--- config.mk ---
export PLATFORM = sky130hd
export DESIGN_NAME = bounded_double_ended_list_unit
export DESIGN_NICKNAME = d
export VERILOG_FILES = /design/src/hdl/bdl_pkg.sv /design/src/hdl/bounded_double_ended_list_unit.sv /design/src/hdl/bdl_ram.sv /design/src/hdl/bdl_ctrl.sv
export SDC_FILE = /design/constraint.sdc
export NUM_CORES = 2
export LEC_CHECK = 0
export BUFFER_PORTS_ARGS = -buffer_cell sky130_fd_sc_hd__buf_2
export CORE_ASPECT_RATIO = 1.75
export CORE_MARGIN = 1
export CORE_UTILIZATION = 35
export CTS_BUF_LIST = sky130_fd_sc_hd__clkbuf_2 sky130_fd_sc_hd__clkbuf_4 sky130_fd_sc_hd__clkbuf_8
export DETAILED_ROUTE_END_ITERATION = 10
export GPL_TIMING_DRIVEN = 1
export PLACE_DENSITY = 0.58
export RECOVER_POWER = 25
export SYNTH_ARGS = -nofsm -noshare
export SYNTH_HDL_FRONTEND = slang
export SYNTH_SLANG_ARGS = --single-unit
export TNS_END_PERCENT = 10
--- constraint.sdc ---
create_clock -name clk_i -period 7.6 [get_ports clk_i]
set_input_delay 1.52 -clock clk_i [delete_from_list [all_inputs] [get_ports clk_i]]
set_output_delay 1.52 -clock clk_i [all_outputs]
set_load 0.05 [all_outputs]
--- src/hdl/bdl_pkg.sv ---
// ----------------------------------------------------------------------------
// Bounded double-ended list: shared package
// Types and constants used by the ring memory, the controller and the top
// level of the bounded double-ended list unit.
// ----------------------------------------------------------------------------
package bdl_pkg;

  // Ring capacity and the widths that follow from it.
  localparam int unsigned CAPACITY = 64;
  localparam int unsigned PTR_W    = $clog2(CAPACITY);
  localparam int unsigned CNT_W    = $clog2(CAPACITY + 1);
  localparam int unsigned SUM_W    = PTR_W + 2;
  localparam int unsigned DATA_W   = 32;

  // Operation codes of an incoming word.
  typedef enum logic [1:0] {
    OP_PUSH_BACK  = 2'd0,
    OP_PUSH_FRONT = 2'd1,
    OP_POP_BACK   = 2'd2,
    OP_POP_FRONT  = 2'd3
  } op_e;

  // Which end of the list takes its value from the memory read data.
  typedef enum logic [1:0] {
    RSEL_NONE  = 2'd0,
    RSEL_FRONT = 2'd1,
    RSEL_BACK  = 2'd2
  } rsel_e;

  // Incoming command word.
  typedef struct packed {
    op_e                       kind;
    logic signed [DATA_W-1:0]  value;
  } cmd_t;

  // Outgoing result word.
  typedef struct packed {
    logic [6:0]                entry_count;
    logic                      is_empty;
    logic                      is_full;
    logic                      refused;
    logic signed [DATA_W-1:0]  front_value;
    logic signed [DATA_W-1:0]  back_value;
  } result_t;

  // Access request from the controller to the ring memory.
  typedef struct packed {
    logic              we;
    logic [PTR_W-1:0]  waddr;
    logic [DATA_W-1:0] wdata;
    logic              re;
    logic [PTR_W-1:0]  raddr;
  } mem_req_t;

endpackage

--- src/hdl/bounded_double_ended_list_unit.sv ---
// ----------------------------------------------------------------------------
// Bounded double-ended list unit
// A ring of 64 signed 32-bit entries with inserts and deletes at both ends.
//
//   channel  | ports                       | handshake
//   ---------+-----------------------------+------------------------------
//   command  | start, busy, cmd_i          | taken when start && !busy
//   result   | res_strobe_o, res_o         | one cycle strobe, no stall
//
// A command word is taken in any cycle; its result appears on the cycle
// after it is taken, so one word per cycle is sustained. The single ring
// memory port pair (one write, one registered read) sets that latency: a
// delete fetches the new end value, read in the cycle its result appears.
// busy stays low. Reset empties the list; the memory itself is not cleared.
// The receiver cannot stall, so a result is never held.
// ----------------------------------------------------------------------------
module bounded_double_ended_list_unit (
  input  logic              clk_i,
  input  logic              rst_ni,
  input  logic              start,
  output logic              busy,
  input  bdl_pkg::cmd_t     cmd_i,
  output logic              res_strobe_o,
  output bdl_pkg::result_t  res_o
);

  logic                        accept;
  bdl_pkg::mem_req_t           mem_req;
  logic [bdl_pkg::DATA_W-1:0]  mem_rdata;

  // Every word is taken in the cycle it is offered.
  assign busy   = 1'b0;
  assign accept = start && !busy;

  // Controller.
  bdl_ctrl u_ctrl (
    .clk_i    (clk_i),
    .rst_ni   (rst_ni),
    .accept_i (accept),
    .cmd_i    (cmd_i),
    .rdata_i  (mem_rdata),
    .req_o    (mem_req),
    .strobe_o (res_strobe_o),
    .result_o (res_o)
  );

  // Ring memory.
  bdl_ram u_ram (
    .clk_i   (clk_i),
    .req_i   (mem_req),
    .rdata_o (mem_rdata)
  );

endmodule

--- src/hdl/bdl_ram.sv ---
// ----------------------------------------------------------------------------
// Bounded double-ended list: ring memory
// Single write port, single read port with registered read data. The read
// data register holds its value until the next read.
// ----------------------------------------------------------------------------
module bdl_ram (
  input  logic                        clk_i,
  input  bdl_pkg::mem_req_t           req_i,
  output logic [bdl_pkg::DATA_W-1:0]  rdata_o
);

  logic [bdl_pkg::DATA_W-1:0] mem [bdl_pkg::CAPACITY];
  logic [bdl_pkg::DATA_W-1:0] rdata_q;

  // Write port.
  always_ff @(posedge clk_i) begin
    if (req_i.we) begin
      mem[req_i.waddr] <= req_i.wdata;
    end
  end

  // Registered read port.
  always_ff @(posedge clk_i) begin
    if (req_i.re) begin
      rdata_q <= mem[req_i.raddr];
    end
  end

  assign rdata_o = rdata_q;

endmodule

--- src/hdl/bdl_ctrl.sv ---
// ----------------------------------------------------------------------------
// Bounded double-ended list: controller
// Keeps the head position and the count, issues at most one memory access per
// word and caches the front and back values. A delete fetches the new end
// value from memory; the result is formed in the following cycle from the
// cache or the read data.
// ----------------------------------------------------------------------------
module bdl_ctrl (
  input  logic                        clk_i,
  input  logic                        rst_ni,
  input  logic                        accept_i,
  input  bdl_pkg::cmd_t               cmd_i,
  input  logic [bdl_pkg::DATA_W-1:0]  rdata_i,
  output bdl_pkg::mem_req_t           req_o,
  output logic                        strobe_o,
  output bdl_pkg::result_t            result_o
);

  localparam int unsigned PTR_W  = bdl_pkg::PTR_W;
  localparam int unsigned CNT_W  = bdl_pkg::CNT_W;
  localparam int unsigned SUM_W  = bdl_pkg::SUM_W;
  localparam int unsigned DATA_W = bdl_pkg::DATA_W;

  logic [CNT_W-1:0]   cnt_q, cnt_d;
  logic [PTR_W-1:0]   head_q, head_d;
  bdl_pkg::rsel_e     rsel_q, rsel_d;
  logic               strobe_q;
  logic               refused_q, refused_d;
  logic [DATA_W-1:0]  front_q, front_d;
  logic [DATA_W-1:0]  back_q, back_d;

  logic               is_full, is_empty;
  logic [DATA_W-1:0]  cur_front, cur_back;
  logic [SUM_W-1:0]   tail_sum, last_sum;
  logic [PTR_W-1:0]   tail_idx, new_last_idx, head_inc, head_dec;
  logic               out_empty;

  // Current end values: a pending memory fetch overrides the cache.
  assign cur_front = (rsel_q == bdl_pkg::RSEL_FRONT) ? rdata_i : front_q;
  assign cur_back  = (rsel_q == bdl_pkg::RSEL_BACK)  ? rdata_i : back_q;

  assign is_full  = (cnt_q == CNT_W'(bdl_pkg::CAPACITY));
  assign is_empty = (cnt_q == '0);

  // Ring index arithmetic; each sum is below twice the capacity if cnt_q >= 2.
  assign tail_sum = SUM_W'(head_q) + SUM_W'(cnt_q);
  assign last_sum = SUM_W'(head_q) + SUM_W'(cnt_q) - SUM_W'(2);
  assign tail_idx = (tail_sum >= SUM_W'(bdl_pkg::CAPACITY))
                    ? PTR_W'(tail_sum - SUM_W'(bdl_pkg::CAPACITY)) : PTR_W'(tail_sum);
  assign new_last_idx = (last_sum >= SUM_W'(bdl_pkg::CAPACITY))
                    ? PTR_W'(last_sum - SUM_W'(bdl_pkg::CAPACITY)) : PTR_W'(last_sum);
  assign head_inc = (head_q == PTR_W'(bdl_pkg::CAPACITY - 1)) ? '0 : head_q + PTR_W'(1);
  assign head_dec = (head_q == '0) ? PTR_W'(bdl_pkg::CAPACITY - 1) : head_q - PTR_W'(1);

  // Next state and memory request for an accepted word.
  always_comb begin
    cnt_d     = cnt_q;
    head_d    = head_q;
    rsel_d    = bdl_pkg::RSEL_NONE;
    refused_d = 1'b0;
    front_d   = cur_front;
    back_d    = cur_back;
    req_o     = '0;
    unique case (cmd_i.kind)
      bdl_pkg::OP_PUSH_BACK: begin
        if (is_full) begin
          refused_d = 1'b1;
        end else begin
          req_o.we    = accept_i;
          req_o.waddr = tail_idx;
          req_o.wdata = cmd_i.value;
          cnt_d       = cnt_q + CNT_W'(1);
          back_d      = cmd_i.value;
          if (is_empty) begin
            front_d = cmd_i.value;
          end
        end
      end
      bdl_pkg::OP_PUSH_FRONT: begin
        if (is_full) begin
          refused_d = 1'b1;
        end else begin
          req_o.we    = accept_i;
          req_o.waddr = head_dec;
          req_o.wdata = cmd_i.value;
          head_d      = head_dec;
          cnt_d       = cnt_q + CNT_W'(1);
          front_d     = cmd_i.value;
          if (is_empty) begin
            back_d = cmd_i.value;
          end
        end
      end
      bdl_pkg::OP_POP_BACK: begin
        if (is_empty) begin
          refused_d = 1'b1;
        end else begin
          cnt_d = cnt_q - CNT_W'(1);
          if (cnt_q != CNT_W'(1)) begin
            req_o.re    = accept_i;
            req_o.raddr = new_last_idx;
            rsel_d      = bdl_pkg::RSEL_BACK;
          end
        end
      end
      bdl_pkg::OP_POP_FRONT: begin
        if (is_empty) begin
          refused_d = 1'b1;
        end else begin
          cnt_d  = cnt_q - CNT_W'(1);
          head_d = head_inc;
          if (cnt_q != CNT_W'(1)) begin
            req_o.re    = accept_i;
            req_o.raddr = head_inc;
            rsel_d      = bdl_pkg::RSEL_FRONT;
          end
        end
      end
      default: begin
        refused_d = 1'b0;
      end
    endcase
  end

  // Control registers.
  always_ff @(posedge clk_i or negedge rst_ni) begin
    if (!rst_ni) begin
      cnt_q    <= '0;
      head_q   <= '0;
      rsel_q   <= bdl_pkg::RSEL_NONE;
      strobe_q <= 1'b0;
    end else begin
      strobe_q <= accept_i;
      if (accept_i) begin
        cnt_q  <= cnt_d;
        head_q <= head_d;
        rsel_q <= rsel_d;
      end
    end
  end

  // Cached end values and refusal flag.
  always_ff @(posedge clk_i) begin
    if (accept_i) begin
      refused_q <= refused_d;
      front_q   <= front_d;
      back_q    <= back_d;
    end
  end

  // Result word: ends read as zero when the list is empty.
  assign out_empty = (cnt_q == '0);

  always_comb begin
    result_o             = '0;
    result_o.entry_count = 7'(cnt_q);
    result_o.is_empty    = out_empty;
    result_o.is_full     = (cnt_q == CNT_W'(bdl_pkg::CAPACITY));
    result_o.refused     = refused_q;
    if (!out_empty) begin
      result_o.front_value = cur_front;
      result_o.back_value  = cur_back;
    end
  end

  assign strobe_o = strobe_q;

endmodule

After elaboration in Yosys (flattened, before gate mapping):

Memories as Yosys holds them, arrays and structs flattened. A register that Yosys moved wholly into a read port is not among the register bits.
Cells that the tools add are included.

* output and inout port bits: 76
* bits in writable memories: 2048
* logic and storage cells: 77
* input port bits: 37
* memories kept: 1
* bits in registers: 81

Memory list
* u_ram.mem: words 64, bits a word 32, read ports 1, clocked after memory_dff 1, write ports 1, line bdl_ram.sv:12 `logic [bdl_pkg::DATA_W-1:0] mem [bdl_pkg::CAPACITY];`

* $lt $le $gt $ge: 2
* multiplexer cells: 39
* $add $sub $neg: 8
* equality and inequality tests: 12
* reductions and logical operators: 8

Operators with widths (number)
* two-way mux 32 bit: 8
* one-hot mux 32 bit (2 select lines): 2
* two-way mux 39 bit: 2
* one-hot mux 39 bit (2 select lines): 1
* two-way mux 64 bit: 1
* two-way mux 7 bit: 6
* two-way mux 6 bit: 6
* one-hot mux 7 bit (2 select lines): 2
* subtractor 6 x 1 -> 6 bit (second input constant): 3
* >= comparator 8 x 7 -> 1 bit (second input constant): 2
* one-hot mux 6 bit (2 select lines): 1
* adder 6 x 7 -> 8 bit: 1
* != test 2 bit (second input constant): 4
* subtractor 8 x 2 -> 8 bit (second input constant): 1
* adder 7 x 1 -> 7 bit (second input constant): 1
* equality test 7 bit (second input constant): 1
* logical NOT 7 bit: 1
* != test 7 x 1 -> 1 bit (second input constant): 1
* subtractor 7 x 1 -> 7 bit (second input constant): 1
* adder 6 x 1 -> 6 bit (second input constant): 1
* equality test 2 bit (second input constant): 3
* equality test 6 bit (second input constant): 1
* logical NOT 6 bit: 1
* two-way mux 2 bit: 3
* 9 further kinds: 15

Longest topological paths before layout:

* depth after elaboration: 7
* mapped depth: 18
* depth with buffers taken out: 14

By module:

Synthesis repeated with hierarchy kept, for this count alone.

* cells, all modules: 3953
* area total of the unflattened synthesis: 84486.0 um2

By module, submodules not included
* bdl_ram: seq. area each 62459.9 um2, area each 78835.6 um2, times used 1, cells an instance 3324
* bdl_ctrl: seq. area each 2352.3 um2, area each 5639.2 um2, times used 1, cells an instance 627
* bounded_double_ended_list_unit: seq. area each 0.0 um2, area each 11.3 um2, times used 1, cells an instance 2

Worst setup path before layout:

No wires, ideal clock.

* kind: input port to flip-flop
* from: input port cmd_i[32] (netlist bit)
* to: memory u_ram.mem[8][0] (netlist bit), enable pin
* buffers on the path: 4
* library setup time: 0.421 ns
* arrival time: 4.467 ns
* required time: 7.179 ns
* stages: 9
* path slack: 2.711 ns
* cells stage by stage: buf_2 a21o_1 clkbuf_1 clkbuf_1 clkbuf_1 nor2_1 o21ai_0 nand2_1 nor2_1

* cells in the longest elaborated chain, start to end: 4
* elaborated cells between the ends (all ways): 5
* classes of those cells: eq/ne: 1; mux: 3; reduce/logical: 1

RTL lines
* start, declared: line bounded_double_ended_list_unit.sv:22 `input bdl_pkg::cmd_t cmd_i,`
* equality test 2 x 1 -> 1 bit or logical NOT 2 bit (tied branches): line bdl_ctrl.sv:64 `unique case (cmd_i.kind)`
* one-hot mux 39 bit (2 select lines) (*): line bdl_ctrl.sv:64
* two-way mux 1 bit: line bdl_ram.sv:17 `if (req_i.we) begin`
* two-way mux 1 bit (implied by the code): line bdl_ram.sv:18 `mem[req_i.waddr] <= req_i.wdata;`
* end, declared: line bdl_ram.sv:12

Every way passes the cells marked *; elsewhere a longest branch is shown, timed or not.

==> impl_metrics.csv <==
group,metric,value,unit
run_status,status,"complete, but fails checks",
run_status,violations,"capacitance limit, slew limit",
route,dr.pass1.iters,6,
sta,hold_violations,0,
power,irDropWorstVdd,0.000388,V
cts,clk_path_buf_depth,4,
setup_path,endpoint_kind,"flop",
sta,skew,62.7,ps
layout,regArea,64800,um^2
hold_path,min_path_type,"reg2reg",
cts,numCtsBuffers,290,
cts,clkTransAtPathRegs,70,ps
logic_synthesis,ys_seq_elements,2161,
grt,gr-total-overflow,0,
setup_path,crit_arrival,6680,ps
cts,clk_latency,970,ps
floorplanning,coreArea,249000,um^2
grt,grt_pass1_wl,394,mm
logic_synthesis,yosysTopAreaCell,"edfxtp_1",
grt,grt_pass1_vias,55700,
power,p_clk_share,23.5,%
job,drv_cap,9,
sta,period_share,84.2,%
route,drc,0,
sta,period_minus_slack,6400,ps
floorplanning,chipHeight,664,um
layout,areaGrowthSynthToFinish,11.6,%
setup_path,path_class,"reg2reg",
sta,worst_pin_slew,3230,ps
power,pwr-share-seq,38.5,%
route,drt_iter0_drc,6020,
floorplanning,ios,113,
setup_path,cp-start-kind,"flop",
sta,fin_ws,1200,ps
route,viasPerCell,5.62,
floorplanning,num_rows,242,
layout,drive_above_1_share,12.8,%
power,power_density,372,nW/um^2
power,combPwrFrac,38.0,%
logic_synthesis,ys_async_sr_fraction,0.740,%
logic_synthesis,yosys_warnings,0,
layout,fin_cells,10100,
setup_path,path_max_fanout,64,
layout,multi_input_area,21300,um^2
grt,grt_max_degree,171,
logic_synthesis,synth_ff_type,"edfxtp_1",
power,p_leak,33.1,nW
place,dpl.cell_count,9648,
logic_synthesis,synth_cell_types,73,
floorplanning,die_w,381,um
setup_path,critPathLaunch,"u_ctrl.cnt_q[0]",
floorplanning,die-area,253000,um^2
layout,fillCellCount,23200,
route,detail_route.wl_per_cell,27.3,um
logic_synthesis,syn_nets,6567,
power,switching_share,40.3,%
cts,postCtsHoldBufs,0,
sta,setup_viol,0,
place,port_buffers,111,
logic_synthesis,seq_area_frac_synth,73.8,%
hold_path,hold_start,"u_ctrl.rsel_q[1]",
place,hpwl,158,mm
logic_synthesis,syn_area_per_cell,13.5,um^2
setup_path,worstReg2RegStart,"u_ctrl.cnt_q[0]",
logic_synthesis,synthesis.instances,6516,
place,place_congestion,0.860,
floorplanning,start_util,35.3,%
logic_synthesis,netlist_area,87800,um^2
logic_synthesis,synth_area_leaders,"edfxtp_1, nand2_1, nand3_1",
power,intPower,21.8,mW
logic_synthesis,synth_edf_count,2145,
place,dp_slack,1710,ps
setup_path,cp.required,7880,ps
sta,fmax,156,MHz
sta,fin_setup_tns,0,ps
cts,cts_tree,"yes",
logic_synthesis,synth.most_common_cell,"edfxtp_1",
cts,htree_levels,5,
cts,cts_root_buf,"clkbuf_8",
cts,post-cts-setup-buffers,0,
logic_synthesis,synth_top_cell_area_share,73.4,%
logic_synthesis,synthTopCellsByCount,"edfxtp_1, nand2_1, nand3_1",
sta,slew_viol_final,506,
route,via_count,57000,
power,p_switching,14.7,mW
layout,fin_nets,6697,
grt,antenna_found_initial,5,
route,ant_nets,0,
sta,rsz0062_at_grt,"no",
grt,grt.total_usage,21.2,%
route,drt-total-wl,277,mm
cts,post_cts_resized,0,
sta,slew_headroom,-115,%
cts,cts_sinks,2161,
==> state kept, by name, summed over array words and instances (netlist names) <==
name	cells
u_ctrl.cnt_q	7
u_ctrl.head_q	6
u_ctrl.strobe_o	1
u_ctrl.refused_q	1
u_ram.mem	2048
u_ctrl.back_q	32
u_ctrl.rsel_q	2
u_ctrl.front_q	32
u_ram.rdata_o	32
==> cell usage in the layout (no fill, tap or decap), drive strengths merged, types with 107 or more instances in the layout <==
master	instances
a211oi	107
nor2	297
buf	295
mux2i	143
and3	161
a31oi	162
a311oi	167
edfxtp	2145
nand3	541
a21oi	253
nand2	1553
clkbuf	392
==> power by group through the flow <==
stage / sequential [mW] / clock, mW / combinational (mW)
2_1_floorplan: 14.1 / 0 / 8.74
3_5_place_dp: 14.3 / 0 / 13.7
3_3_place_gp: 14.3 / 0 / 13.6
5_1_grt: 14.1 / 9.08 / 14.7
4_1_cts: 14.0 / 8.67 / 13.8
6_report: 14.1 / 8.56 / 13.9
==> area by class of cell <==
class / instances / area share, %
sequential: 2161 / 66.1
multi-input combinational: 3872 / 21.7
clock buffer: 376 / 4.78
tap: 3294 / 4.21
timing repair buffer: 311 / 2.40
clock inverter: 115 / 0.696
inverter: 10 / 0.0383
antenna: 7 / 0.0179
==> critical path, stage by stage (launching register included) <==
cell      delay (ps)
dfrtp_1          520
inv_1            150
ha_1             270
nand3_1          280
inv_1            210
nor2_2           110
clkbuf_1        1480
and2_2           340
clkbuf_1        2260
==> metal layers <==
| layer | vias to the layer above | track usage [%] | share of wire (%) | wire length, um |
|---|---|---|---|---|
| li1 | 24700 | - | - | - |
| met1 | 29000 | 24.1 | 36 | 99500 |
| met2 | 2682 | 38.6 | 52 | 144000 |
| met4 | 0 | 11.0 | 5.4 | 14900 |
| met3 | 628 | 2.93 | 6.6 | 18100 |
| met5 | - | 0 | 0 | 0 |
==> path summary, 6_finish.rpt <==
check                      slack (ps)  cells after the start                end
min in group asynchronous         730                      1   u_ctrl.head_q[2]
hold reg to reg                   540                      1   u_ctrl.rsel_q[1]
max in group asynchronous        6240                      1   u_ctrl.head_q[5]
setup / recovery                 1200                      8  u_ram.mem[56][23]
hold / removal                    540                      1   u_ctrl.rsel_q[1]
setup reg to reg                 1200                      8  u_ram.mem[56][23]
==> cells by family after synthesis <==
group	after synthesis	synth area share, %
AOI/OAI and AO/OA	984	7.79
xor gates and xnor gates	20	0.200
adders and majority gates	14	0.208
buffers and inverters	483	2.70
DFF	2161	73.8
muxes	169	2.18
other	1	0.00427
and+or+nand+nor	2684	13.1
==> stage by stage <==
| step | utilization, % | instance area (um^2) | hold WS, ps | power (mW) |
|---|---|---|---|---|
| after global routing | 39.4 | 98000 | 575 | 37.8 |
| after detailed placement | 37.2 | 92700 | 533 | 28.0 |
| after CTS | 39.4 | 98000 | 473 | 36.5 |
| after global placement | 37.2 | 92700 | 516 | 27.9 |
| after floorplan | - | 87800 | 486 | 22.8 |
| final | 39.4 | 98000 | 536 | 36.5 |
No activity file was read; power rests on OpenSTA's default activity.
